`src/rtl/core/fdsp_pkg.sv`:
```
// Shared types and constants of the four-neighbour despeckle filter.
`default_nettype none

package fdsp_pkg;

  // Pixel and register field widths are fixed by the stream and register formats.
  localparam int PIXEL_BITS      = 8;
  localparam int THR_BITS        = 8;
  localparam int SUM_BITS        = PIXEL_BITS + 2;
  localparam int WIDTH_REG_BITS  = 6;
  localparam int HEIGHT_REG_BITS = 11;
  localparam int CFG_IDX_BITS    = 2;
  localparam int CFG_DATA_BITS   = 11;

  typedef logic [PIXEL_BITS-1:0]   pix_t;
  typedef logic [CFG_IDX_BITS-1:0] cfg_idx_t;
  typedef logic [THR_BITS-1:0]     thr_t;

  localparam cfg_idx_t REG_IMAGE_WIDTH    = cfg_idx_t'(0);
  localparam cfg_idx_t REG_IMAGE_HEIGHT   = cfg_idx_t'(1);
  localparam cfg_idx_t REG_DIFF_THRESHOLD = cfg_idx_t'(2);

  // The center pixel and its four candidate neighbours.
  typedef struct packed {
    pix_t center;
    pix_t up;
    pix_t down;
    pix_t left;
    pix_t right;
  } nbr_t;

  // Where the filtered pixel sits in the frame.
  typedef struct packed {
    logic top;
    logic bottom;
    logic lcol;
    logic rcol;
  } pos_t;

endpackage

`default_nettype wire

```
`src/rtl/core/fdsp_ram.sv`:
```
// Generic single-write, single-read RAM with a registered read port.
`default_nettype none

module fdsp_ram #(
  parameter int WIDTH = 8,
  parameter int DEPTH = 32
) (
  input  wire logic                     clk_i,
  input  wire logic                     we_i,
  input  wire logic [$clog2(DEPTH)-1:0] waddr_i,
  input  wire logic [WIDTH-1:0]         wdata_i,
  input  wire logic [$clog2(DEPTH)-1:0] raddr_i,
  output      logic [WIDTH-1:0]         rdata_o
);

  logic [WIDTH-1:0] mem_q [DEPTH];

  always_ff @(posedge clk_i) begin
    if (we_i) begin
      mem_q[waddr_i] <= wdata_i;
    end
    rdata_o <= mem_q[raddr_i];
  end

endmodule

`default_nettype wire

```
`src/rtl/core/fdsp_filt.sv`:
```
// Despeckle decision and neighbour average, split by one register stage.
`default_nettype none

module fdsp_filt (
  input  wire logic           clk_i,
  input  wire logic           load_i,
  input  wire fdsp_pkg::nbr_t nbr_i,
  input  wire fdsp_pkg::pos_t pos_i,
  input  wire fdsp_pkg::thr_t thresh_i,
  output      fdsp_pkg::pix_t pix_o
);

  import fdsp_pkg::*;

  // Division by three as a multiply by a rounded-up reciprocal; exact for any
  // dividend below 2**SUM_BITS because the shift is one bit wider than that.
  localparam int DIV3_SHIFT = SUM_BITS + 1;
  localparam int DIV3_MULT  = ((1 << DIV3_SHIFT) + 2) / 3;
  localparam int PROD_BITS  = SUM_BITS + DIV3_SHIFT;

  logic                  corner;
  logic                  use_u, use_d, use_l, use_r;
  logic                  far_u, far_d, far_l, far_r;
  logic                  all_far;
  logic [SUM_BITS-1:0]   sum;
  logic                  keep_q;
  logic                  four_q;
  pix_t                  center_q;
  logic [SUM_BITS-1:0]   sum_q;
  logic [SUM_BITS-1:0]   sum_round;
  logic [SUM_BITS-1:0]   sum_plus1;
  logic [PROD_BITS-1:0]  prod;

  function automatic logic far_from(pix_t a, pix_t b, thr_t thr);
    pix_t d;
    d = (a > b) ? (a - b) : (b - a);
    return d > thr;
  endfunction

  // An edge pixel drops the one neighbour that lies outside the frame.
  assign corner = (pos_i.top | pos_i.bottom) & (pos_i.lcol | pos_i.rcol);
  assign use_u  = ~pos_i.top;
  assign use_d  = ~pos_i.bottom;
  assign use_l  = ~pos_i.lcol;
  assign use_r  = ~pos_i.rcol;

  assign far_u = far_from(nbr_i.center, nbr_i.up, thresh_i);
  assign far_d = far_from(nbr_i.center, nbr_i.down, thresh_i);
  assign far_l = far_from(nbr_i.center, nbr_i.left, thresh_i);
  assign far_r = far_from(nbr_i.center, nbr_i.right, thresh_i);

  assign all_far = (far_u | ~use_u) & (far_d | ~use_d) & (far_l | ~use_l) & (far_r | ~use_r);

  assign sum = (use_u ? SUM_BITS'(nbr_i.up)    : '0)
             + (use_d ? SUM_BITS'(nbr_i.down)  : '0)
             + (use_l ? SUM_BITS'(nbr_i.left)  : '0)
             + (use_r ? SUM_BITS'(nbr_i.right) : '0);

  always_ff @(posedge clk_i) begin
    if (load_i) begin
      keep_q   <= corner | ~all_far;
      four_q   <= use_u & use_d & use_l & use_r;
      center_q <= nbr_i.center;
      sum_q    <= sum;
    end
  end

  // Four neighbours: (sum + 2) / 4. Three: (2 * sum + 3) / 6, which equals (sum + 1) / 3.
  assign sum_round = sum_q + SUM_BITS'(2);
  assign sum_plus1 = sum_q + SUM_BITS'(1);
  assign prod      = PROD_BITS'(sum_plus1) * PROD_BITS'(DIV3_MULT);

  always_comb begin
    priority if (keep_q) begin
      pix_o = center_q;
    end else if (four_q) begin
      pix_o = sum_round[2 +: PIXEL_BITS];
    end else begin
      pix_o = prod[DIV3_SHIFT +: PIXEL_BITS];
    end
  end

endmodule

`default_nettype wire

```
`src/rtl/core/four_neighbour_despeckle_filter_top.sv`:
```
// Top level of the four-neighbour despeckle filter: control, row stores and stream ports.
`default_nettype none

// The block takes the pixels of one frame in raster order and emits them corrected, one row
// late. A pixel that differs by more than diff_threshold from every neighbour it has (four
// inside the frame, three on an edge, corners pass as they are) is replaced by the neighbour
// average, rounded half up. Corrections are in place: the left and upper neighbours are
// already corrected, the right and lower ones are original. The pixels of the first row of a
// frame are only stored and give no output. Each later pixel gives one output for the pixel
// directly above it, and the last pixel of the frame also flushes the whole bottom row, with
// m_axis_tuser marking the final pixel and m_axis_tlast marking the last output of each input
// item. Timing: a first-row item is only accepted and stored; any other item steps through
// accept, read center and upper pixel, read right pixel, filter and write back, plus any
// waits of the output for m_axis_tready; the last item of a frame then repeats read center
// and upper pixel, read right pixel, filter and write back for each of the image_width
// flushed pixels, again plus any output waits. The sequence is set by the two reads of the
// original row store through its single read port, followed by the two filter stages. One
// item is processed at a time, so store accesses never overlap and no forwarding is needed.
// Writing image_width or image_height restarts the frame; diff_threshold takes effect at once.
// Registers are to be written only while the block is idle; the block itself does not enforce
// this. Both row stores start undefined after reset and need no clearing pass: every entry is
// written in a frame before it is used.
module four_neighbour_despeckle_filter_top #(
  parameter int MAX_WIDTH  = 32,
  parameter int MAX_HEIGHT = 1024
) (
  input  wire logic                                clk_i,
  input  wire logic                                rst_ni,
  // Input stream. tdata: pixel_in [7:0].
  input  wire logic                                s_axis_tvalid,
  output      logic                                s_axis_tready,
  input  wire logic [7:0]                          s_axis_tdata,
  // Output stream. tdata: pixel_out [7:0]; tlast: last_of_run; tuser: frame_done.
  output      logic                                m_axis_tvalid,
  input  wire logic                                m_axis_tready,
  output      logic [7:0]                          m_axis_tdata,
  output      logic                                m_axis_tlast,
  output      logic                                m_axis_tuser,
  // Register write port.
  input  wire logic                                cfg_we_i,
  input  wire fdsp_pkg::cfg_idx_t                  cfg_index_i,
  input  wire logic [fdsp_pkg::CFG_DATA_BITS-1:0]  cfg_wdata_i
);

  import fdsp_pkg::*;

  localparam int CW = $clog2(MAX_WIDTH);       // column index
  localparam int WW = $clog2(MAX_WIDTH + 1);   // column count
  localparam int RW = $clog2(MAX_HEIGHT);      // row index
  localparam int HW = $clog2(MAX_HEIGHT + 1);  // row count

  localparam logic [1:0] ST_IDLE = 2'd0;  // waiting for an item
  localparam logic [1:0] ST_CTR  = 2'd1;  // center and upper pixel arrive
  localparam logic [1:0] ST_RGT  = 2'd2;  // right pixel arrives, filter loads
  localparam logic [1:0] ST_OUT  = 2'd3;  // result out, stores written

  // Registers.
  logic [1:0]                 state_q, state_d;
  logic [WIDTH_REG_BITS-1:0]  width_q;
  logic [HEIGHT_REG_BITS-1:0] height_q;
  thr_t                       thresh_q;
  logic [RW-1:0]              row_q;
  logic [CW-1:0]              col_q;
  logic [CW-1:0]              j_q;
  pix_t                       left_q;
  logic                       flush_q;
  logic                       last_q;
  logic                       top_q;
  pix_t                       p_q;
  pix_t                       center_q;
  pix_t                       up_q;
  logic                       out_valid_q;
  pix_t                       out_pix_q;
  logic                       out_last_q;
  logic                       out_done_q;

  // Effective sizes and control.
  logic [WW-1:0]              eff_w, w_m1, j_inc_w;
  logic [HW-1:0]              eff_h, h_m1;
  logic [CW-1:0]              j_inc;
  logic                       in_acc, out_acc, go;
  logic                       row_zero, at_last_in, job_last, right_ok;

  // Store ports.
  logic                       orig_we;
  logic [CW-1:0]              orig_waddr, orig_raddr, rd_addr;
  pix_t                       orig_wdata, orig_rdata, corr_rdata;
  pix_t                       filt_pix;
  nbr_t                       nbr;
  pos_t                       pos;

  // Size registers are clamped to the range the stores and counters support.
  always_comb begin
    priority if (width_q < WIDTH_REG_BITS'(3)) begin
      eff_w = WW'(3);
    end else if (int'(width_q) > MAX_WIDTH) begin
      eff_w = WW'(MAX_WIDTH);
    end else begin
      eff_w = WW'(width_q);
    end
    priority if (height_q < HEIGHT_REG_BITS'(3)) begin
      eff_h = HW'(3);
    end else if (int'(height_q) > MAX_HEIGHT) begin
      eff_h = HW'(MAX_HEIGHT);
    end else begin
      eff_h = HW'(height_q);
    end
  end

  assign w_m1    = eff_w - WW'(1);
  assign h_m1    = eff_h - HW'(1);
  assign j_inc   = j_q + CW'(1);
  assign j_inc_w = WW'(j_q) + WW'(1);

  assign s_axis_tready = (state_q == ST_IDLE);
  assign in_acc        = s_axis_tvalid & s_axis_tready;
  assign out_acc       = out_valid_q & m_axis_tready;
  assign go            = (state_q == ST_OUT) & (~out_valid_q | m_axis_tready);

  assign row_zero   = (row_q == '0);
  assign at_last_in = (HW'(row_q) == h_m1) & (WW'(col_q) == w_m1);
  assign job_last   = flush_q & (WW'(j_q) == w_m1);
  assign right_ok   = (j_inc_w < eff_w);

  // The read address runs one step ahead of the FSM: in the accept cycle and in the
  // write-back cycle it already points at the next pixel to filter.
  always_comb begin
    unique case (state_q)
      ST_IDLE: rd_addr = col_q;
      ST_OUT:  rd_addr = flush_q ? j_inc : '0;
      default: rd_addr = j_q;
    endcase
  end

  assign orig_raddr = (state_q == ST_CTR) ? j_inc : rd_addr;

  // The original pixel of a later row replaces its slot only once the slot has been read.
  assign orig_we    = (in_acc & row_zero) | (go & ~flush_q);
  assign orig_waddr = (state_q == ST_IDLE) ? col_q : j_q;
  assign orig_wdata = (state_q == ST_IDLE) ? s_axis_tdata : p_q;

  fdsp_ram #(
    .WIDTH (PIXEL_BITS),
    .DEPTH (MAX_WIDTH)
  ) u_orig_ram (
    .clk_i   (clk_i),
    .we_i    (orig_we),
    .waddr_i (orig_waddr),
    .wdata_i (orig_wdata),
    .raddr_i (orig_raddr),
    .rdata_o (orig_rdata)
  );

  fdsp_ram #(
    .WIDTH (PIXEL_BITS),
    .DEPTH (MAX_WIDTH)
  ) u_corr_ram (
    .clk_i   (clk_i),
    .we_i    (go),
    .waddr_i (j_q),
    .wdata_i (filt_pix),
    .raddr_i (rd_addr),
    .rdata_o (corr_rdata)
  );

  // During the flush the row below lies outside the frame.
  always_comb begin
    nbr.center = center_q;
    nbr.up     = up_q;
    nbr.down   = flush_q ? '0 : p_q;
    nbr.left   = left_q;
    nbr.right  = right_ok ? orig_rdata : '0;
    pos.top    = top_q;
    pos.bottom = flush_q;
    pos.lcol   = (j_q == '0);
    pos.rcol   = (WW'(j_q) == w_m1);
  end

  fdsp_filt u_filt (
    .clk_i    (clk_i),
    .load_i   (state_q == ST_RGT),
    .nbr_i    (nbr),
    .pos_i    (pos),
    .thresh_i (thresh_q),
    .pix_o    (filt_pix)
  );

  always_comb begin
    state_d = state_q;
    unique case (state_q)
      ST_IDLE: begin
        if (in_acc && !row_zero) begin
          state_d = ST_CTR;
        end
      end
      ST_CTR: state_d = ST_RGT;
      ST_RGT: state_d = ST_OUT;
      ST_OUT: begin
        if (go) begin
          state_d = ((flush_q && !job_last) || (!flush_q && last_q)) ? ST_CTR : ST_IDLE;
        end
      end
      default: state_d = ST_IDLE;
    endcase
  end

  always_ff @(posedge clk_i or negedge rst_ni) begin
    if (!rst_ni) begin
      state_q     <= ST_IDLE;
      width_q     <= WIDTH_REG_BITS'(30);
      height_q    <= HEIGHT_REG_BITS'(20);
      thresh_q    <= THR_BITS'(1);
      row_q       <= '0;
      col_q       <= '0;
      j_q         <= '0;
      left_q      <= '0;
      flush_q     <= 1'b0;
      last_q      <= 1'b0;
      top_q       <= 1'b0;
      out_valid_q <= 1'b0;
    end else begin
      state_q <= state_d;

      if (in_acc) begin
        j_q     <= col_q;
        top_q   <= (row_q == RW'(1));
        last_q  <= at_last_in;
        flush_q <= 1'b0;
        if (at_last_in) begin
          row_q <= '0;
          col_q <= '0;
        end else if (WW'(col_q) == w_m1) begin
          col_q <= '0;
          row_q <= row_q + RW'(1);
        end else begin
          col_q <= col_q + CW'(1);
        end
      end

      if (out_acc) begin
        out_valid_q <= 1'b0;
      end

      if (go) begin
        out_valid_q <= 1'b1;
        left_q      <= filt_pix;
        if (flush_q) begin
          if (job_last) begin
            flush_q <= 1'b0;
          end else begin
            j_q <= j_inc;
          end
        end else if (last_q) begin
          // The bottom row follows, starting at the left edge.
          flush_q <= 1'b1;
          top_q   <= 1'b0;
          j_q     <= '0;
          left_q  <= '0;
        end
      end

      if (cfg_we_i) begin
        unique case (cfg_index_i)
          REG_IMAGE_WIDTH: begin
            width_q <= cfg_wdata_i[WIDTH_REG_BITS-1:0];
            row_q   <= '0;
            col_q   <= '0;
            left_q  <= '0;
          end
          REG_IMAGE_HEIGHT: begin
            height_q <= cfg_wdata_i[HEIGHT_REG_BITS-1:0];
            row_q    <= '0;
            col_q    <= '0;
            left_q   <= '0;
          end
          REG_DIFF_THRESHOLD: begin
            thresh_q <= cfg_wdata_i[THR_BITS-1:0];
          end
          default: begin
          end
        endcase
      end
    end
  end

  // Pixel data registers.
  always_ff @(posedge clk_i) begin
    if (in_acc) begin
      p_q <= s_axis_tdata;
    end
    if (state_q == ST_CTR) begin
      center_q <= orig_rdata;
      up_q     <= corr_rdata;
    end
    if (go) begin
      out_pix_q  <= filt_pix;
      out_last_q <= flush_q ? job_last : ~last_q;
      out_done_q <= job_last;
    end
  end

  assign m_axis_tvalid = out_valid_q;
  assign m_axis_tdata  = out_pix_q;
  assign m_axis_tlast  = out_last_q;
  assign m_axis_tuser  = out_done_q;

`ifndef SYNTHESIS
  // A later-row item always starts the read sequence.
  a_row_item_reads: assert property (@(posedge clk_i) disable iff (!rst_ni)
    (in_acc && !row_zero) |=> (state_q == ST_CTR))
    else $error("later-row item did not start the store reads");

  // The frame-done output is also the last output of its input item.
  a_done_is_last: assert property (@(posedge clk_i) disable iff (!rst_ni)
    (m_axis_tvalid && m_axis_tuser) |-> m_axis_tlast)
    else $error("frame_done without last_of_run");

  // The position counters stay inside the effective frame.
  a_pos_in_frame: assert property (@(posedge clk_i) disable iff (!rst_ni)
    (WW'(col_q) < eff_w) && (HW'(row_q) < eff_h))
    else $error("position counter outside the frame");

  // No new item is taken while the bottom row is being flushed.
  a_flush_blocks_input: assert property (@(posedge clk_i) disable iff (!rst_ni)
    flush_q |-> !s_axis_tready)
    else $error("input taken during the flush");

  // Once the final pixel of a frame is produced, the next frame starts at its origin.
  a_frame_restart: assert property (@(posedge clk_i) disable iff (!rst_ni)
    (go && job_last) |=> (row_q == '0) && (col_q == '0))
    else $error("counters not at frame start after frame_done");
`endif

endmodule

`default_nettype wire
```
`config.mk`:
```
export PLATFORM = sky130hd
export DESIGN_NAME = four_neighbour_despeckle_filter_top
export DESIGN_NICKNAME = d
export VERILOG_FILES = /design/src/rtl/core/fdsp_pkg.sv /design/src/rtl/core/fdsp_ram.sv /design/src/rtl/core/fdsp_filt.sv /design/src/rtl/core/four_neighbour_despeckle_filter_top.sv
export SDC_FILE = /design/constraint.sdc
export NUM_CORES = 1
export LEC_CHECK = 0
export BUFFER_PORTS_ARGS = -buffer_cell sky130_fd_sc_hd__buf_2
export CORE_MARGIN = 4
export CORE_UTILIZATION = 35
export CTS_BUF_LIST = sky130_fd_sc_hd__clkbuf_2
export DETAILED_ROUTE_END_ITERATION = 10
export GPL_TIMING_DRIVEN = 0
export SLEW_MARGIN = 10
export SYNTH_ARGS = -nofsm -noshare
export SYNTH_HDL_FRONTEND = slang
export SYNTH_SLANG_ARGS = --single-unit
```
`constraint.sdc`:
```
create_clock -name clk_i -period 8.1 [get_ports clk_i]
set_clock_uncertainty 0.2 [all_clocks]
set_input_delay 0.81 -clock clk_i [delete_from_list [all_inputs] [get_ports clk_i]]
set_output_delay 0.81 -clock clk_i [all_outputs]
set_load 0.005 [all_outputs]
```
==> results.yml <==
grt:
  track_usage_pct: 16.12
  grt_pass1_vias: 20430
  grt_pass1_wl_mm: 119.9
  grt_max_degree: 53
  gr-total-overflow: 0
  antenna_found_initial: 3
die:
  fp-row-count: 111
  start_util_pct: 35.23
  chipHeight_um: 311.5
  die_area_um2: 97050
  core-area_um2: 91520
  ioPinCount: 38
  die_x_um: 311.5
clocking:
  cts_max_level: 4
  ctsLongestPathBuffers: 3
  worst_skew_pair.late_latency_ns: 1.27
  cts_tree: "done"
  cts_inserted_buffers: 154
  cts_root_buf: "clkbuf_2"
  clk_pin_slew_worst_paths_ns: 0.12
  cts_sinks: 641
timing:
  relSlewSlack_pct: 23.63
  setup-violations-final: 0
  period_share_pct: 93.37
  slew_viol_final: 0
  worstMarginPinSlew_ns: 1.138
  rsz0062_at_grt: "no"
  finalCriticalPeriod_ns: 7.563
  max_freq_mhz: 132.2
  finalHoldViolations: 0
  fin_tns_setup_ns: 0
yosys:
  ys_ff_latch: 641
  syn-num-nets: 2427
  async_reset_ff_share_pct: 9.204
  synth-edff-count: 566
  yosysUniqueCellTypes: 80
  ys.warnings.count: 0
  synth_flop_cell: "edfxtp_1"
  synth_largest_area_cell: "edfxtp_1"
  synth_top_area_share_pct: 52.71
  seq_area_frac_synth_pct: 58.31
  netlist_instances: 2174
  yosys-top-cells-area: "edfxtp_1 (53%), mux4_2 (8.9%), ha_1 (7.1%), dfrtp_1 (4.0%), mux2i_1 (3.5%)"
  syn_area_per_cell_um2: 14.83
  netlist_area_um2: 32250
cells_and_area:
  drive_gt1_share_pct: 21.32
  final_util_pct: 39.38
  multi_input_area_um2: 12530
  final_nets: 2680
  regArea_um2: 18800
  area.growth.synth_to_final_pct: 11.78
  fill_cells: 8467
worst_setup_path:
  max_stage_delay_ns: 0.62
  crit_required_ns: 8.80
  worst_path_max_delay_cell: "or4_1"
  critPathMaxFanout: 10
  crit_top_cell: "ha_1"
  end_kind: "register"
  cp-start-kind: "register"
  worstPathArrival_ns: 8.26
  critPathKind: "register to register"
place:
  io_buffers: 37
  dp_hpwl_mm: 55.32
  gp_congestion: 0.8678
detailed_routing:
  drtIter0Drc: 1575
  drc: 0
  wl_mm: 78.49
  vias: 19470
  wire_per_inst_um: 21.06
  vias_per_cell: 5.224
  drt_pass1_iterations: 5
  drtAntennaViolNets: 0
flow_run:
  max_cap_viol_count: 0
worst_hold_path:
  hp-class: "primary input to register"
outcome:
  outcome: "complete, no violations"
[cell type report]
cell class	count	share of cell area, %
diodes	2	0.01389
plain buffers	80	1.107
clock buffers	221	3.069
clock inverters	46	0.8782
inverters	152	1.583
multi-input cells	1301	34.77
flip-flops and latches	641	52.16
well taps	1186	4.117
repair buffers	97	2.294
[metal layers]
metal,track usage (%),part of all wire [%]
met1,20.95,42
met2,26.51,49
met3,3.678,6.0
met4,5.962,2.9
met5,0,0
[what timing repair did]
| item | in CTS | in global routing |
|---|---|---|
| gates resized for setup | 0 | 1 |
| buffers inserted | 0 | 0 |
| hold endpoints to repair | 112 | 0 |
| endpoints found under the setup margin | 0 | 1 |
| hold buffers | 56 | 0 |
[Yosys cell counts (all sizes together), types with 11 or more instances]
cell type	n
o21ai	63
ha	182
xor2	32
buf	39
nand2b	32
nand3	35
o22ai	13
nor2b	24
a21oi	57
o21a	17
and3	11
nand4	17
a211oi	13
xnor2	51
mux2	66
a21o	24
mux4	128
edfxtp	566
dfxtp	16
nor3	27
inv	151
mux2i	114
nor2	127
fa	45
nand2	105
clkbuf	41
dfrtp	52
[stage by stage]
stage | setup WS, ns | hold slack [ns] | instances | instance area [um^2]
after floorplan | 1.126 | 0.1855 | 2174 | 32250
after global placement | -1.151 | 0.1960 | 3397 | 33920
after detailed placement | 0.5186 | 0.1919 | 3401 | 34030
after CTS | 0.3797 | 0.01286 | 3724 | 36030
after global routing | 0.05793 | 0.02801 | 3726 | 36040
final | 0.5368 | 0.1818 | 3726 | 36040
[cells by family (layout without fill, tap and decap cells)]
logic type	Yosys count	after routing	share of synthesized area [%]
DFF	641	641	58.31
and+or+nand+nor	423	423	6.391
muxes	308	308	14.78
AOI/OAI and AO/OA	259	259	5.335
buffers and inverters	232	596	3.003
adders and majority gates	227	227	9.856
xor gates and xnor gates	84	84	2.324
other	0	2	0
[state kept, by name, indices dropped and copies added, names as in the netlist, 10 cells and up]
name / flops
u_orig_ram.mem_q: 256
row_q: 10
u_corr_ram.mem_q: 256
u_filt.sum_q: 10
height_q: 11
[final timing paths]
| path | slack (ns) | startpoint | end | depth (start not counted) |
|---|---|---|---|---|
| worst max-delay path | 0.54 | j_q[0] | u_filt.keep_q | 29 |
| worst min-delay path | 0.18 | cfg_wdata_i[2] | height_q[2] | 3 |
| worst max register to register | 0.54 | j_q[0] | u_filt.keep_q | 29 |
| worst min register to register | 0.22 | u_corr_ram.rdata_o[1] | up_q[1] | 0 |
| max in group asynchronous | 6.84 | rst_ni | col_q[4] | 4 |
| min in group asynchronous | 0.45 | rst_ni | width_q[3] | 3 |
[critical path: cells and delay by family (launching register included)]
kind | cells | cell delay, ns
AOI/OAI and AO/OA | 12 | 2.60
DFF | 1 | 0.50
and+or+nand+nor | 6 | 1.34
buffers and inverters | 4 | 0.52
adders and majority gates | 5 | 1.53
muxes | 1 | 0.36
xor gates and xnor gates | 1 | 0.16
[cells in the final DEF, fill, tap and decap left out, types with 52 or more instances in the layout]
cell	synthesis	layout
a21oi_1	56	54
buf_2	18	54
clkbuf_2	0	222
dfrtp_1	52	52
dlygate4sd3_1	0	55
edfxtp_1	566	566
ha_1	182	182
inv_1	150	150
mux2_2	64	64
mux2i_1	114	114
mux4_2	128	128
nand2_1	105	105
nor2_1	126	126
Power is left out: the tool's default activity adds up to more than one toggle a clock period on the data nets, which glitch-free logic cannot reach.
